`config.mk`:
```
export PLATFORM = sky130hd
export DESIGN_NAME = crc8_framed_packet_receiver
export DESIGN_NICKNAME = d
export VERILOG_FILES = /design/src/crc8fpr_pkg.sv /design/src/crc8fpr_parser.sv /design/src/crc8fpr_out_fifo.sv /design/src/crc8_framed_packet_receiver.sv
export VERILOG_INCLUDE_DIRS = /design/src /design/src/src
export SDC_FILE = /design/constraint.sdc
export NUM_CORES = 1
export LEC_CHECK = 0
export ABC_AREA = 0
export BUFFER_PORTS_ARGS = -buffer_cell sky130_fd_sc_hd__buf_2
export CORE_UTILIZATION = 60
export DETAILED_ROUTE_END_ITERATION = 8
export GPL_TIMING_DRIVEN = 0
export PLACE_DENSITY = 0.81
export SYNTH_ARGS = -nofsm -noshare
export SYNTH_HDL_FRONTEND = slang
export SYNTH_SLANG_ARGS = --single-unit
```
`constraint.sdc`:
```
create_clock -name i_clk -period 6.2 [get_ports i_clk]
set_clock_uncertainty 0.15 [all_clocks]
set_input_delay 0.93 -clock i_clk [delete_from_list [all_inputs] [get_ports i_clk]]
set_output_delay 0.93 -clock i_clk [all_outputs]
set_load 0.05 [all_outputs]
```
`src/crc8_framed_packet_receiver_assert.svh`:
```
// ----------------------------------------------------------------------------
// CRC-8 framed packet receiver assertion macros
// Concurrent assertion wrappers, compiled out for synthesis.
// ----------------------------------------------------------------------------
`ifndef CRC8_FRAMED_PACKET_RECEIVER_ASSERT_SVH
`define CRC8_FRAMED_PACKET_RECEIVER_ASSERT_SVH

`ifndef SYNTHESIS
// check on every clock edge outside reset
`define CRC8FPR_ASSERT_RST(label, prop, msg) \
    label: assert property (@(posedge i_clk) disable iff (!i_rst_n) (prop)) \
        else $error(msg);
// check on every clock edge, reset included
`define CRC8FPR_ASSERT_ALWAYS(label, prop, msg) \
    label: assert property (@(posedge i_clk) (prop)) else $error(msg);
`else
`define CRC8FPR_ASSERT_RST(label, prop, msg)
`define CRC8FPR_ASSERT_ALWAYS(label, prop, msg)
`endif

`endif

```
`src/crc8fpr_pkg.sv`:
```
// ----------------------------------------------------------------------------
// CRC-8 framed packet receiver package
// Shared result type, result kind codes, register indexes and CRC update.
// ----------------------------------------------------------------------------
`timescale 1ns / 1ps

package crc8fpr_pkg;

    // result kind codes
    localparam logic [1:0] KIND_PAYLOAD = 2'd0;
    localparam logic [1:0] KIND_GOOD    = 2'd1;
    localparam logic [1:0] KIND_BAD     = 2'd2;

    // configuration register indexes
    localparam logic CFG_IDX_START  = 1'b0;
    localparam logic CFG_IDX_SECOND = 1'b1;

    // register reset values
    localparam logic [7:0] START_MARKER_RST  = 8'hA0;
    localparam logic [7:0] SECOND_MARKER_RST = 8'h00;

    // reflected Dallas/Maxim polynomial
    localparam logic [7:0] CRC_POLY_REFL = 8'h8C;

    typedef struct packed {
        logic [1:0] kind;
        logic [7:0] data_byte;
        logic [7:0] source_address;
        logic [7:0] payload_length;
        logic       last_of_packet;
    } t_result;

    // one byte of the reflected CRC-8, bit at a time
    function automatic logic [7:0] crc8_update(input logic [7:0] crc, input logic [7:0] b);
        logic [7:0] v;
        v = crc ^ b;
        for (int k = 0; k < 8; k++) begin
            if (v[0]) begin
                v = (v >> 1) ^ CRC_POLY_REFL;
            end else begin
                v = v >> 1;
            end
        end
        return v;
    endfunction

endpackage

```
`src/crc8fpr_parser.sv`:
```
// ----------------------------------------------------------------------------
// CRC-8 framed packet receiver frame parser
// Phase sequencer and running check; forms one result per payload/check byte.
// ----------------------------------------------------------------------------
`timescale 1ns / 1ps

`include "crc8_framed_packet_receiver_assert.svh"

module crc8fpr_parser (
    input  logic                 i_clk,
    input  logic                 i_rst_n,
    input  logic                 i_advance,
    input  logic [7:0]           i_rx_byte,
    input  logic [7:0]           i_start_marker,
    input  logic [7:0]           i_second_marker,
    output logic                 o_res_valid,
    output crc8fpr_pkg::t_result o_res
);

    localparam logic [2:0] PH_HUNT    = 3'd0;
    localparam logic [2:0] PH_SECOND  = 3'd1;
    localparam logic [2:0] PH_ADDR    = 3'd2;
    localparam logic [2:0] PH_LEN     = 3'd3;
    localparam logic [2:0] PH_PAYLOAD = 3'd4;
    localparam logic [2:0] PH_CHECK   = 3'd5;

    logic [2:0] r_phase, n_phase;
    logic [7:0] r_addr, n_addr;
    logic [7:0] r_len, n_len;
    logic [7:0] r_rem, n_rem;
    logic [7:0] r_check, n_check;
    logic [7:0] w_crc_in;
    logic [7:0] w_crc_out;

    // start a fresh check at the second marker, otherwise continue
    assign w_crc_in  = (r_phase == PH_SECOND) ? 8'h00 : r_check;
    assign w_crc_out = crc8fpr_pkg::crc8_update(w_crc_in, i_rx_byte);

    // step the frame phase for the byte in hand
    always_comb begin
        n_phase     = r_phase;
        n_addr      = r_addr;
        n_len       = r_len;
        n_rem       = r_rem;
        n_check     = r_check;
        o_res_valid = 1'b0;
        o_res.kind           = crc8fpr_pkg::KIND_PAYLOAD;
        o_res.data_byte      = i_rx_byte;
        o_res.source_address = r_addr;
        o_res.payload_length = r_len;
        o_res.last_of_packet = 1'b0;
        case (r_phase)
            PH_SECOND: begin
                if (i_rx_byte == i_second_marker) begin
                    n_check = w_crc_out;
                    n_phase = PH_ADDR;
                end else begin
                    n_phase = PH_HUNT;
                end
            end
            PH_ADDR: begin
                n_addr  = i_rx_byte;
                n_check = w_crc_out;
                n_phase = PH_LEN;
            end
            PH_LEN: begin
                n_len   = i_rx_byte;
                n_rem   = i_rx_byte;
                n_phase = (i_rx_byte == 8'h00) ? PH_CHECK : PH_PAYLOAD;
            end
            PH_PAYLOAD: begin
                n_check     = w_crc_out;
                n_rem       = r_rem - 8'd1;
                n_phase     = (r_rem == 8'd1) ? PH_CHECK : PH_PAYLOAD;
                o_res_valid = 1'b1;
            end
            PH_CHECK: begin
                n_phase     = PH_HUNT;
                o_res_valid = 1'b1;
                o_res.kind  = (i_rx_byte == r_check) ? crc8fpr_pkg::KIND_GOOD
                                                     : crc8fpr_pkg::KIND_BAD;
                o_res.last_of_packet = 1'b1;
            end
            default: begin
                n_phase = (i_rx_byte == i_start_marker) ? PH_SECOND : PH_HUNT;
            end
        endcase
    end

    // hold state unless a byte is consumed
    always_ff @(posedge i_clk) begin
        if (!i_rst_n) begin
            r_phase <= PH_HUNT;
            r_addr  <= 8'h00;
            r_len   <= 8'h00;
            r_rem   <= 8'h00;
            r_check <= 8'h00;
        end else if (i_advance) begin
            r_phase <= n_phase;
            r_addr  <= n_addr;
            r_len   <= n_len;
            r_rem   <= n_rem;
            r_check <= n_check;
        end
    end

    `CRC8FPR_ASSERT_RST(a_payload_count_nonzero,
        (r_phase == PH_PAYLOAD) |-> (r_rem != 8'h00),
        "payload phase entered with no bytes remaining")
    `CRC8FPR_ASSERT_RST(a_check_ends_packet,
        (i_advance && r_phase == PH_CHECK) |=> (r_phase == PH_HUNT),
        "check byte did not return parser to hunting")

endmodule

```
`src/crc8fpr_out_fifo.sv`:
```
// ----------------------------------------------------------------------------
// CRC-8 framed packet receiver output buffer
// Two-entry result queue that parts the parser from the result channel.
// ----------------------------------------------------------------------------
`timescale 1ns / 1ps

`include "crc8_framed_packet_receiver_assert.svh"

module crc8fpr_out_fifo (
    input  logic                 i_clk,
    input  logic                 i_rst_n,
    input  logic                 i_push,
    input  crc8fpr_pkg::t_result i_data,
    input  logic                 i_stall,
    output logic                 o_valid,
    output crc8fpr_pkg::t_result o_data,
    output logic                 o_full
);

    crc8fpr_pkg::t_result r_mem [2];
    logic       r_wr_ptr;
    logic       r_rd_ptr;
    logic [1:0] r_count;
    logic       w_pop;

    assign o_valid = (r_count != 2'd0);
    assign o_full  = (r_count == 2'd2);
    assign o_data  = r_mem[r_rd_ptr];
    assign w_pop   = o_valid && !i_stall;

    // store a request
    always_ff @(posedge i_clk) begin
        if (i_push) begin
            r_mem[r_wr_ptr] <= i_data;
        end
    end

    // advance pointers and count
    always_ff @(posedge i_clk) begin
        if (!i_rst_n) begin
            r_wr_ptr <= 1'b0;
            r_rd_ptr <= 1'b0;
            r_count  <= 2'd0;
        end else begin
            if (i_push) begin
                r_wr_ptr <= ~r_wr_ptr;
            end
            if (w_pop) begin
                r_rd_ptr <= ~r_rd_ptr;
            end
            case ({i_push, w_pop})
                2'b10:   r_count <= r_count + 2'd1;
                2'b01:   r_count <= r_count - 2'd1;
                default: r_count <= r_count;
            endcase
        end
    end

    `CRC8FPR_ASSERT_RST(a_no_push_when_full,
        !(i_push && o_full),
        "request pushed into full output buffer")
    `CRC8FPR_ASSERT_RST(a_count_matches_ptrs,
        (r_count == 2'd1) == (r_wr_ptr != r_rd_ptr),
        "output buffer count disagrees with pointers")

endmodule

```
`src/crc8_framed_packet_receiver.sv`:
```
// ----------------------------------------------------------------------------
// CRC-8 framed packet receiver
// Parses start/second marker framed packets and checks a Maxim CRC-8.
// ----------------------------------------------------------------------------
// Input channel: one received byte per request on i_rx_byte, taken when
//   i_in_valid is high and o_in_stall is low.
// Result channel: o_kind, o_data_byte, o_source_address, o_payload_length
//   and o_last_of_packet, taken when o_out_valid is high and i_out_stall low.
//   Payload bytes give one result each; the check byte gives one status
//   result with o_last_of_packet set. Header bytes give no result.
// Configuration: i_cfg_index 0 writes the start marker, 1 the second marker;
//   o_cfg_ready is always high, so a write lands on any valid cycle.
// Path: a byte is held in the input register; parser logic then writes its
//   result into a two-entry output buffer, which drives the outputs.
// Throughput: one byte per cycle unless the output buffer is full; the CRC
//   update and phase step are combinational logic after the input register.
// Stall: when the result channel stalls, the output buffer fills and then
//   o_in_stall rises; o_in_stall comes from registers only.
// Reset: synchronous active low; the parser returns to hunting, the markers
//   return to 0xA0 and 0x00 and all buffered requests are dropped.
// ----------------------------------------------------------------------------
`timescale 1ns / 1ps

module crc8_framed_packet_receiver (
    input  logic       i_clk,
    input  logic       i_rst_n,
    input  logic       i_in_valid,
    output logic       o_in_stall,
    input  logic [7:0] i_rx_byte,
    output logic       o_out_valid,
    input  logic       i_out_stall,
    output logic [1:0] o_kind,
    output logic [7:0] o_data_byte,
    output logic [7:0] o_source_address,
    output logic [7:0] o_payload_length,
    output logic       o_last_of_packet,
    input  logic       i_cfg_valid,
    output logic       o_cfg_ready,
    input  logic       i_cfg_index,
    input  logic [7:0] i_cfg_data
);

    logic       r_in_valid;
    logic [7:0] r_in_byte;
    logic [7:0] r_start_marker;
    logic [7:0] r_second_marker;
    logic       w_accept;
    logic       w_advance;
    logic       w_fifo_full;
    logic       w_res_valid;
    crc8fpr_pkg::t_result w_res;
    crc8fpr_pkg::t_result w_out;

    assign o_cfg_ready = 1'b1;
    assign o_in_stall  = r_in_valid && w_fifo_full;
    assign w_accept    = i_in_valid && !o_in_stall;
    assign w_advance   = r_in_valid && !w_fifo_full;

    // write configuration registers
    always_ff @(posedge i_clk) begin
        if (!i_rst_n) begin
            r_start_marker  <= crc8fpr_pkg::START_MARKER_RST;
            r_second_marker <= crc8fpr_pkg::SECOND_MARKER_RST;
        end else if (i_cfg_valid && o_cfg_ready) begin
            case (i_cfg_index)
                crc8fpr_pkg::CFG_IDX_START:  r_start_marker  <= i_cfg_data;
                crc8fpr_pkg::CFG_IDX_SECOND: r_second_marker <= i_cfg_data;
                default:                     r_start_marker  <= r_start_marker;
            endcase
        end
    end

    // hold the accepted byte until the parser consumes it
    always_ff @(posedge i_clk) begin
        if (!i_rst_n) begin
            r_in_valid <= 1'b0;
        end else if (w_accept) begin
            r_in_valid <= 1'b1;
        end else if (w_advance) begin
            r_in_valid <= 1'b0;
        end
    end

    always_ff @(posedge i_clk) begin
        if (w_accept) begin
            r_in_byte <= i_rx_byte;
        end
    end

    crc8fpr_parser u_parser (
        .i_clk           (i_clk),
        .i_rst_n         (i_rst_n),
        .i_advance       (w_advance),
        .i_rx_byte       (r_in_byte),
        .i_start_marker  (r_start_marker),
        .i_second_marker (r_second_marker),
        .o_res_valid     (w_res_valid),
        .o_res           (w_res)
    );

    crc8fpr_out_fifo u_out_fifo (
        .i_clk   (i_clk),
        .i_rst_n (i_rst_n),
        .i_push  (w_advance && w_res_valid),
        .i_data  (w_res),
        .i_stall (i_out_stall),
        .o_valid (o_out_valid),
        .o_data  (w_out),
        .o_full  (w_fifo_full)
    );

    assign o_kind           = w_out.kind;
    assign o_data_byte      = w_out.data_byte;
    assign o_source_address = w_out.source_address;
    assign o_payload_length = w_out.payload_length;
    assign o_last_of_packet = w_out.last_of_packet;

endmodule

```
[Word level (Yosys, flattened, before mapping)]
Memories as Yosys holds them, arrays and structs flattened. A register that Yosys moved wholly into a read port is not among the register bits.
Index checks and enable logic that the tools add are counted.
Cells by class
  $add $sub $neg: 3
  bitwise gates (word level): 12
  reduce and logical (&&, ||, !) cells: 22
  eq/ne operators: 13
  muxes and demuxes: 28
Operators with widths (count)
  $mux W8: 10
  $pmux W8 S2: 2
  $eq A8 B8 Y1: 3
  $not A2 Y3: 8
  $pmux W3 S5: 1
  $mux W1: 11
  $reduce_and A2 Y1: 5
  $reduce_bool A2 Y1: 5
  $eq A8 B1 Y1 const B: 1
  $logic_not A8 Y1: 1
  $sub A8 B1 Y8 const B: 1
  $xor A8 B8 Y8: 1
  $eq A3 B2 Y1 const B: 2
  $eq A3 B3 Y1 const B: 2
  $mux W2: 3
  $logic_and A1 B1 Y1: 5
  $eq A2 B2 Y1 const B: 2
  $pmux W2 S2: 1
  $reduce_or A2 Y1: 2
  $eq A3 B1 Y1 const B: 1
  $logic_not A1 Y1: 3
  $not A1 Y1: 3
  $reduce_and A3 Y1: 1
  $add A2 B1 Y2 const B: 1
  3 further kinds: 3
Storage, ports and cells
  output and inout bits: 30
  RAM bits: 54
  bits of input ports: 22
  register bits: 64
  memories kept: 1
Memory list
  u_out_fifo.r_mem: depth 2, bits a word 27, read ports 1, clocked after Yosys merged registers in 1, wr ports 1, RTL line crc8fpr_out_fifo.sv:20  | crc8fpr_pkg::t_result r_mem [2];

[Depth between registers and ports, before layout]
Gate-level depths: netlist of the first run.
  depth in word-level cells: 21
  depth in mapped cells: 8
  gate-level depth less buffers: 7

[By module]
A second synthesis of the first run with hierarchy kept.
Second synthesis, totals
  cells, all modules: 486
  area total of the unflattened synthesis: 5536.6 um^2
Modules (own cells, without submodules)
  crc8fpr_parser: cells each 295, instances 1, seq. area each 700.7 um^2, area an instance 2414.8 um^2
  crc8fpr_out_fifo: cells each 109, instances 1, seq. area each 1721.7 um^2, area an instance 2174.6 um^2
  crc8_framed_packet_receiver: cells each 82, instances 1, seq. area each 580.6 um^2, area an instance 947.2 um^2

[Worst setup path before layout of the first run]
Ideal clock, no wire load.
  path kind: register -> register
  from: register u_out_fifo.r_count[0]
  to: memory u_out_fifo.r_mem[0][0] in the netlist's numbering (enable)
  cell stages (with the launch flop): 6
  clock period less this slack: 2.682 ns
  data required time: 5.639 ns
  buffers on the path: 1
  setup slack: 3.518 ns
  library setup time: 0.411 ns
  data arrival time: 2.121 ns
  cell sequence: dfxtp_1 -> nand2b_1 -> and2_1 -> clkbuf_1 -> nand2_1 -> nor2_1
On the way
  longest elaborated chain between the ends: 6
RTL lines
  start, declared: RTL line crc8fpr_out_fifo.sv:23  | logic [1:0] r_count;
  start signal, assigned: RTL line crc8fpr_out_fifo.sv:52  | 2'b10: r_count <= r_count + 2'd1;
  start signal, assigned: RTL line crc8fpr_out_fifo.sv:53  | 2'b01: r_count <= r_count - 2'd1;
  start signal, assigned: RTL line crc8fpr_out_fifo.sv:54  | default: r_count <= r_count;
  $eq A2 B2 Y1: RTL line crc8fpr_out_fifo.sv:27  | assign o_full = (r_count == 2'd2);
  $logic_not A1 Y1: RTL line crc8_framed_packet_receiver.sv:57  | assign w_advance = r_in_valid && !w_fifo_full;
  $logic_and A1 B1 Y1: RTL line crc8_framed_packet_receiver.sv:57
  $logic_and A1 B1 Y1: RTL line crc8_framed_packet_receiver.sv:104  | .i_push (w_advance && w_res_valid),
  $mux W1: RTL line crc8fpr_out_fifo.sv:33  | if (i_push) begin
  $mux W1 (implied by the code): RTL line crc8fpr_out_fifo.sv:34  | r_mem[r_wr_ptr] <= i_data;
  end, declared: RTL line crc8fpr_out_fifo.sv:20
No other way between the ends.

==> results.py, run 1 <==
metrics = {
    "synthesis": {
        "avgSynthCellArea_um2": 11.42,
        "ys_types": 52,
        "synth_area_leader_cell": "edfxtp_1",
        "ys.warnings.count": 0,
        "synth_area_um2": 5355,
        "ys_seq_area_share_pct": 56.07,
        "synth_cells": 469,
        "ys.flop_type": "edfxtp_1",
        "synth_top_area_share_pct": 34.77,
        "synth.top_cells.by_count": "edfxtp_1, dfxtp_1, nor2_1",
        "ys_top_cells_by_area": "edfxtp_1, dfxtp_1, mux2_2",
        "synth-edff-count": 62,
        "syn_nets": 494,
        "ys_ff_latch": 119,
        "synthMostInstantiatedCell": "edfxtp_1",
        "synthArstFlopShare_pct": 0,
    },
    "setup_path": {
        "cp-end-kind": "primary output",
        "path_cells": "clkbuf_1 > clkbuf_1 > mux2_2 > buf_2",
        "worstPathRequired_ns": 5.12,
        "cp-start-kind": "flip-flop",
        "reg2reg_depth": 4,
        "crit_buf_inv": 3,
        "cp_data_arrival_time_ns": 2.41,
        "cp_top_family": "buffers and inverters",
        "worstSetupPathType": "reg -> out",
        "worstReg2RegEnd": "u_out_fifo.r_mem[1][26]",
        "worst_path_largest_cell_delay_ns": 0.53,
        "path_common_cell": "clkbuf_1",
        "worstReg2RegStart": "u_out_fifo.r_count[0]",
        "rrSetupSlack_ns": 3.54,
        "worst-path-max-fanout": 10,
        "slowest_stage": "clkbuf_1",
    },
    "floorplan": {
        "start_util_pct": 61.71,
        "num_io_pins": 52,
        "die_w_um": 96.48,
        "dieArea_um2": 9307,
        "die_h_um": 96.48,
        "core_um2": 8678,
        "rows": 34,
    },
    "cells_and_area": {
        "syn_to_final_growth_pct": 18.11,
        "nets": 563,
        "drive_gt1_share_pct": 23.77,
        "multi_input_area_um2": 2197,
        "seq_area_um2": 3003,
        "diodes": 0,
        "n_fill_cell": 561,
    },
    "clocking": {
        "clk_pin_slew_ns": 0.06,
        "cts_root_buf": "clkbuf_8",
        "cts_tree": "built",
        "cts_setup_buffers": 0,
        "cts-resized-gates": 0,
        "numCtsBuffers": 17,
        "max-clock-path-buffers": 2,
        "insertion_delay_ns": 0.52,
        "cts.sinks": 119,
        "cts.hold.buffers_added": 0,
        "htreeDepth": 4,
    },
    "min_path": {
        "holdPathStages": 0,
        "worstHoldEndpoint": "u_out_fifo.r_mem[1][12]",
        "hold_start": "u_parser.r_addr[3]",
        "hold_path.class": "reg -> reg",
    },
    "timing": {
        "fmax_mhz": 286.8,
        "drv_slew": 0,
        "period_minus_slack_ns": 3.487,
        "slew_headroom_pct": 13.61,
        "worst_slew_pin_slew_ns": 1.296,
        "fin_crit_sh_pct": 56.24,
        "hold_viol": 0,
        "rsz0062_at_grt": "no",
        "tns_ns": 0,
        "setup_viol": 0,
    },
    "global_route": {
        "grt_first_pass_wirelength_um": 18320,
        "grt_pass1_vias": 3623,
        "grt_overflow_total": 0,
        "grt_use_total_pct": 27.34,
        "antenna_found_initial": 0,
        "grt_max_degree": 28,
    },
    "placed_design": {
        "routabilityCongestion": 0.8577,
        "port_buffers": 49,
        "dp_hpwl_um": 7509,
    },
    "routing": {
        "wire_per_inst_um": 17.47,
        "drt-vias-per-instance": 5.744,
        "drtAntennaViolNets": 0,
        "vias": 3785,
        "dr.pass1.iters": 5,
        "drc": 0,
        "dr.first_iter.drc_count": 221,
        "wirelength_um": 11520,
    },
    "outcome": {
        "status": "complete, no violations",
    },
    "power_and_ir_drop": {
        "ir_worst_vdd_mv": 0.1963,
        "total_power_w": 0.001860,
        "p_leak_nw": 2.450,
        "p_per_area_nw_per_um2": 294.1,
    },
    "flow_run": {
        "max-cap-violations": 0,
    },
}
[layer usage]
layer,global-route usage [%],wire length (um),up-vias
li1,-,-,1808
met4,9.191,229,0
met1,33.01,4805,1803
met2,46.77,5803,149
met3,7.903,676,25
met5,0,0,-
[cell usage in the layout (no fill, tap or decap), types with 5 or more instances in the layout]
cell type    n
clkinvlp_4   5
clkbuf_16   16
nor2b_1      6
inv_6        5
clkbuf_1    20
and2_1       5
nor3_1      15
nor2_1      51
mux2i_1     16
a211oi_2     5
xnor2_1     25
a21oi_1     25
xor2_1      18
inv_1        7
buf_2       55
nand3_1     13
edfxtp_1    62
dfxtp_1     57
mux2_2      27
nand2_1     39
[stage by stage]
stage / setup WS [ns] / util (%) / area, um^2 / cells / hold slack [ns]
3_5_place_dp: 3.245 / 66.44 / 5766 / 627 / 0.2849
5_1_grt: 2.526 / 72.88 / 6325 / 659 / 0.3197
6_report: 2.713 / 72.88 / 6325 / 659 / 0.3042
2_1_floorplan: 3.518 / - / 5355 / 469 / 0.2673
3_3_place_gp: 2.777 / 66.09 / 5736 / 626 / 0.2746
4_1_cts: 2.703 / 72.88 / 6325 / 659 / 0.3000
[sequential cells by signal, indices dropped and copies added (netlist names), named ones only]
register and cells:
u_out_fifo.r_mem 54, r_in_byte 8, r_second_marker 8, r_start_marker 8
u_parser.r_addr 8, u_parser.r_check 8, u_parser.r_len 8, u_parser.r_rem 8
u_parser.r_phase 3, u_out_fifo.r_count 2, r_in_valid 1, u_out_fifo.r_rd_ptr 1
u_out_fifo.r_wr_ptr 1
[worst register-to-register path, cell delays in order, from the launching register on]
cell and delay [ns]:
dfxtp_1 0.38, nand2b_1 0.18, and2_1 0.14, clkbuf_1 0.31
and3_1 1.09
[power by group]
group	leakage [nW]	total (W)	switching, W	internal, W
Clock	0.260	0.000920	0.000380	0.000539
Sequential	1.05	0.000839	0.00000655	0.000833
Combinational	1.14	0.000102	0.0000597	0.0000419
[final cells by class]
class	count	area share, %
clock inverters	15	2.295
inverters	7	0.4154
clock buffers	17	6.548
flip-flops and latches	119	47.48
repair buffers	50	4.313
plain buffers	30	2.077
multi-input cells	313	34.74
well taps	108	2.137
[logic make-up after synthesis]
| family | Yosys count | synth area share, % |
|---|---|---|
| and+or+nand+nor | 157 | 14.44 |
| DFF | 119 | 56.07 |
| AOI/OAI and AO/OA | 61 | 7.944 |
| xor gates and xnor gates | 48 | 9.159 |
| muxes | 43 | 8.668 |
| buffers and inverters | 37 | 2.944 |
| adders and majority gates | 3 | 0.7010 |
| other | 1 | 0.07003 |
[worst max-delay path by stage]
stage                                         end  slack (ns)  cells past startpoint
after global placement    u_out_fifo.r_mem[0][13]        2.78                      5
after global routing               o_data_byte[5]        2.53                      4
final                                   o_kind[0]        2.71                      4
after floorplan            u_out_fifo.r_mem[0][0]        3.52                      5
after CTS                     o_payload_length[6]        2.70                      4
after detailed placement      o_payload_length[6]        3.24                      4
Power figures use the tool's default switching activity.
==> inputs of run 2 (changes only) <==
--- a/config.mk
+++ b/config.mk
@@ -8,10 +8,10 @@
 export LEC_CHECK = 0
 export ABC_AREA = 0
 export BUFFER_PORTS_ARGS = -buffer_cell sky130_fd_sc_hd__buf_2
-export CORE_UTILIZATION = 60
+export CORE_UTILIZATION = 53
 export DETAILED_ROUTE_END_ITERATION = 8
 export GPL_TIMING_DRIVEN = 0
-export PLACE_DENSITY = 0.81
+export PLACE_DENSITY = 0.75
 export SYNTH_ARGS = -nofsm -noshare
 export SYNTH_HDL_FRONTEND = slang
 export SYNTH_SLANG_ARGS = --single-unit
==> constraint.sdc (replaced) <==
create_clock -name i_clk -period 2.9 [get_ports i_clk]
set_clock_uncertainty 0.15 [all_clocks]
set_input_delay 0.435 -clock i_clk [delete_from_list [all_inputs] [get_ports i_clk]]
set_output_delay 0.435 -clock i_clk [all_outputs]
set_load 0.05 [all_outputs]
==> results.py, run 2 (synthesis gave the netlist of run 1 again) <==
metrics = {
    "cells_and_area": {
        "final_common_cell": "edfxtp_1",
        "diodes": 0,
        "syn_to_final_growth_pct": 20.44,
        "nets": 572,
        "final_cell_mix": "edfxtp_1, dfxtp_1, buf_2",
        "fin_area_um2": 6450,
        "regMostFlops": "u_out_fifo.r_mem",
        "n_fill_cell": 767,
        "drive_gt1_share_pct": 23.04,
        "post-route-util_pct": 65.99,
        "largest_reg_flops": 54,
    },
    "routing": {
        "dr.first_iter.drc_count": 222,
        "drtAntennaViolNets": 0,
        "wirelength_um": 11180,
        "drt-vias-per-instance": 5.358,
        "wire_per_inst_um": 16.13,
        "dr.pass1.iters": 5,
        "vias": 3713,
        "drc": 0,
    },
    "placed_design": {
        "port_buffers": 49,
        "routabilityCongestion": 0.8757,
        "dp_hpwl_um": 7235,
        "postPlaceCellArea_um2": 5797,
        "dpl_worst_slack_ns": 0.2733,
    },
    "timing": {
        "worst_slew_pin_slew_ns": 1.263,
        "slew_headroom_pct": 15.83,
        "setup_viol": 0,
        "finalWorstSetupSlack_ns": 0.2585,
        "fin_crit_sh_pct": 91.08,
        "rsz0062_at_grt": "no",
        "fmax_mhz": 378.6,
        "period_minus_slack_ns": 2.641,
        "drv_slew": 0,
        "holdWs_ns": 0.01250,
        "hold_viol": 0,
    },
    "clocking": {
        "htreeDepth": 4,
        "cts_tree": "built",
        "cts.sinks": 119,
        "max-clock-path-buffers": 2,
        "clk_pin_slew_ns": 0.06,
        "insertion_delay_ns": 0.52,
        "cts_root_buf": "clkbuf_8",
        "cts_setup_buffers": 0,
        "numCtsBuffers": 17,
    },
    "floorplan": {
        "die_w_um": 102.5,
        "rows": 36,
        "start_util_pct": 54.79,
        "die_h_um": 102.5,
        "dieArea_um2": 10510,
        "num_io_pins": 52,
        "core_um2": 9774,
    },
    "global_route": {
        "grt_max_degree": 28,
        "antenna_found_initial": 0,
        "grt_pass1_vias": 3542,
        "grt_first_pass_wirelength_um": 17740,
        "grt_use_total_pct": 23.19,
        "grt_overflow_total": 0,
    },
    "setup_path": {
        "worst-path-max-fanout": 10,
        "cp-end-kind": "primary output",
        "worstPathRequired_ns": 2.32,
        "cp-start-kind": "flip-flop",
        "worst_path_largest_cell_delay_ns": 0.59,
        "cp_data_arrival_time_ns": 2.06,
        "path_cells": "clkbuf_2 > mux2_2 > buf_2",
        "slowest_stage": "dfxtp_1",
        "worstSetupPathType": "reg -> out",
    },
    "outcome": {
        "status": "complete, no violations",
    },
    "flow_run": {
        "max-cap-violations": 0,
    },
    "power_and_ir_drop": {
        "pwr-share-clk_pct": 49.1,
        "p_seq_share_pct": 45.2,
        "power_switching_w": 0.0008755,
        "intPower_w": 0.003091,
        "p_leak_nw": 2.493,
        "p_per_area_nw_per_um2": 615.0,
        "switching_share_pct": 22.07,
        "pwr-share-comb_pct": 5.7,
        "ir_worst_vdd_mv": 0.3421,
        "total_power_w": 0.003966,
    },
    "min_path": {
        "hold_path.class": "in -> reg",
    },
}
run 2: cell types whose count changed in the layout (fill, tap and decap cells not counted):
cell,previous run,this run
dlygate4sd3_1,0,10
buf_2,55,56
buf_1,1,0
bufinv_16,1,2
inv_8,1,0
clkbuf_2,0,1
clkinv_1,0,2
clkinv_2,1,2
inv_6,5,0
run 2: area by class of cell:
type | count | area, um^2 | share of cell area (%)
flip-flops and latches | 119 | 3003 | 46.56
multi-input cells | 313 | 2197 | 34.06
clock buffers | 19 | 421.7 | 6.537
repair buffers | 60 | 372.9 | 5.781
well taps | 133 | 166.4 | 2.580
clock inverters | 13 | 132.6 | 2.056
plain buffers | 29 | 130.1 | 2.017
inverters | 7 | 26.28 | 0.4074
run 2: final timing paths:
| kind | start | endpoint | slack [ns] | depth (start not counted) |
|---|---|---|---|---|
| max | flip-flop | o_kind[0] | 0.26 | 3 |
| min | i_cfg_data[7] | r_start_marker[7] | 0.01 | 3 |
| max reg2reg | u_out_fifo.r_count[0] | u_out_fifo.r_mem[1][6] | 0.26 | 4 |
| min reg2reg | u_parser.r_len[1] | u_out_fifo.r_mem[1][2] | 0.30 | 0 |
run 2: per-stage QoR:
| step | instances | TNS, ns |
|---|---|---|
| 3_5_place_dp | 652 | 0 |
| 3_3_place_gp | 651 | -15.51 |
| 5_1_grt | 693 | 0 |
| 4_1_cts | 694 | 0 |
| 2_1_floorplan | 469 | 0 |
| 6_report | 693 | 0 |
run 2: repair_timing:
item	CTS	global route
gates resized for setup	2	0
hold buffers	10	0
endpoints found under the setup margin	20	20
hold endpoints to repair	10	0
run 2: critical path, delay by kind of cell, from the launching register on:
kind | cells | cell delay (ns)
buffers and inverters | 2 | 0.57
flip-flops | 1 | 0.59
multiplexers | 1 | 0.38
run 2: power groups by stage:
stage,registers (W),logic [W],clock network (W)
after floorplan,0.00183,0.000158,0
after global placement,0.00183,0.000209,0
after detailed placement,0.00183,0.000214,0
after CTS,0.00179,0.000225,0.00197
after global routing,0.00180,0.000245,0.00205
final,0.00179,0.000225,0.00195
run 2: routing by layer:
| metal | vias up | part of all wire, % | GRT usage [%] |
|---|---|---|---|
| li1 | 1817 | - | - |
| met1 | 1798 | 44 | 29.10 |
| met2 | 82 | 50 | 38.56 |
| met3 | 16 | 4.4 | 6.169 |
| met4 | 0 | 1.6 | 8.462 |
| met5 | - | 0 | 0 |
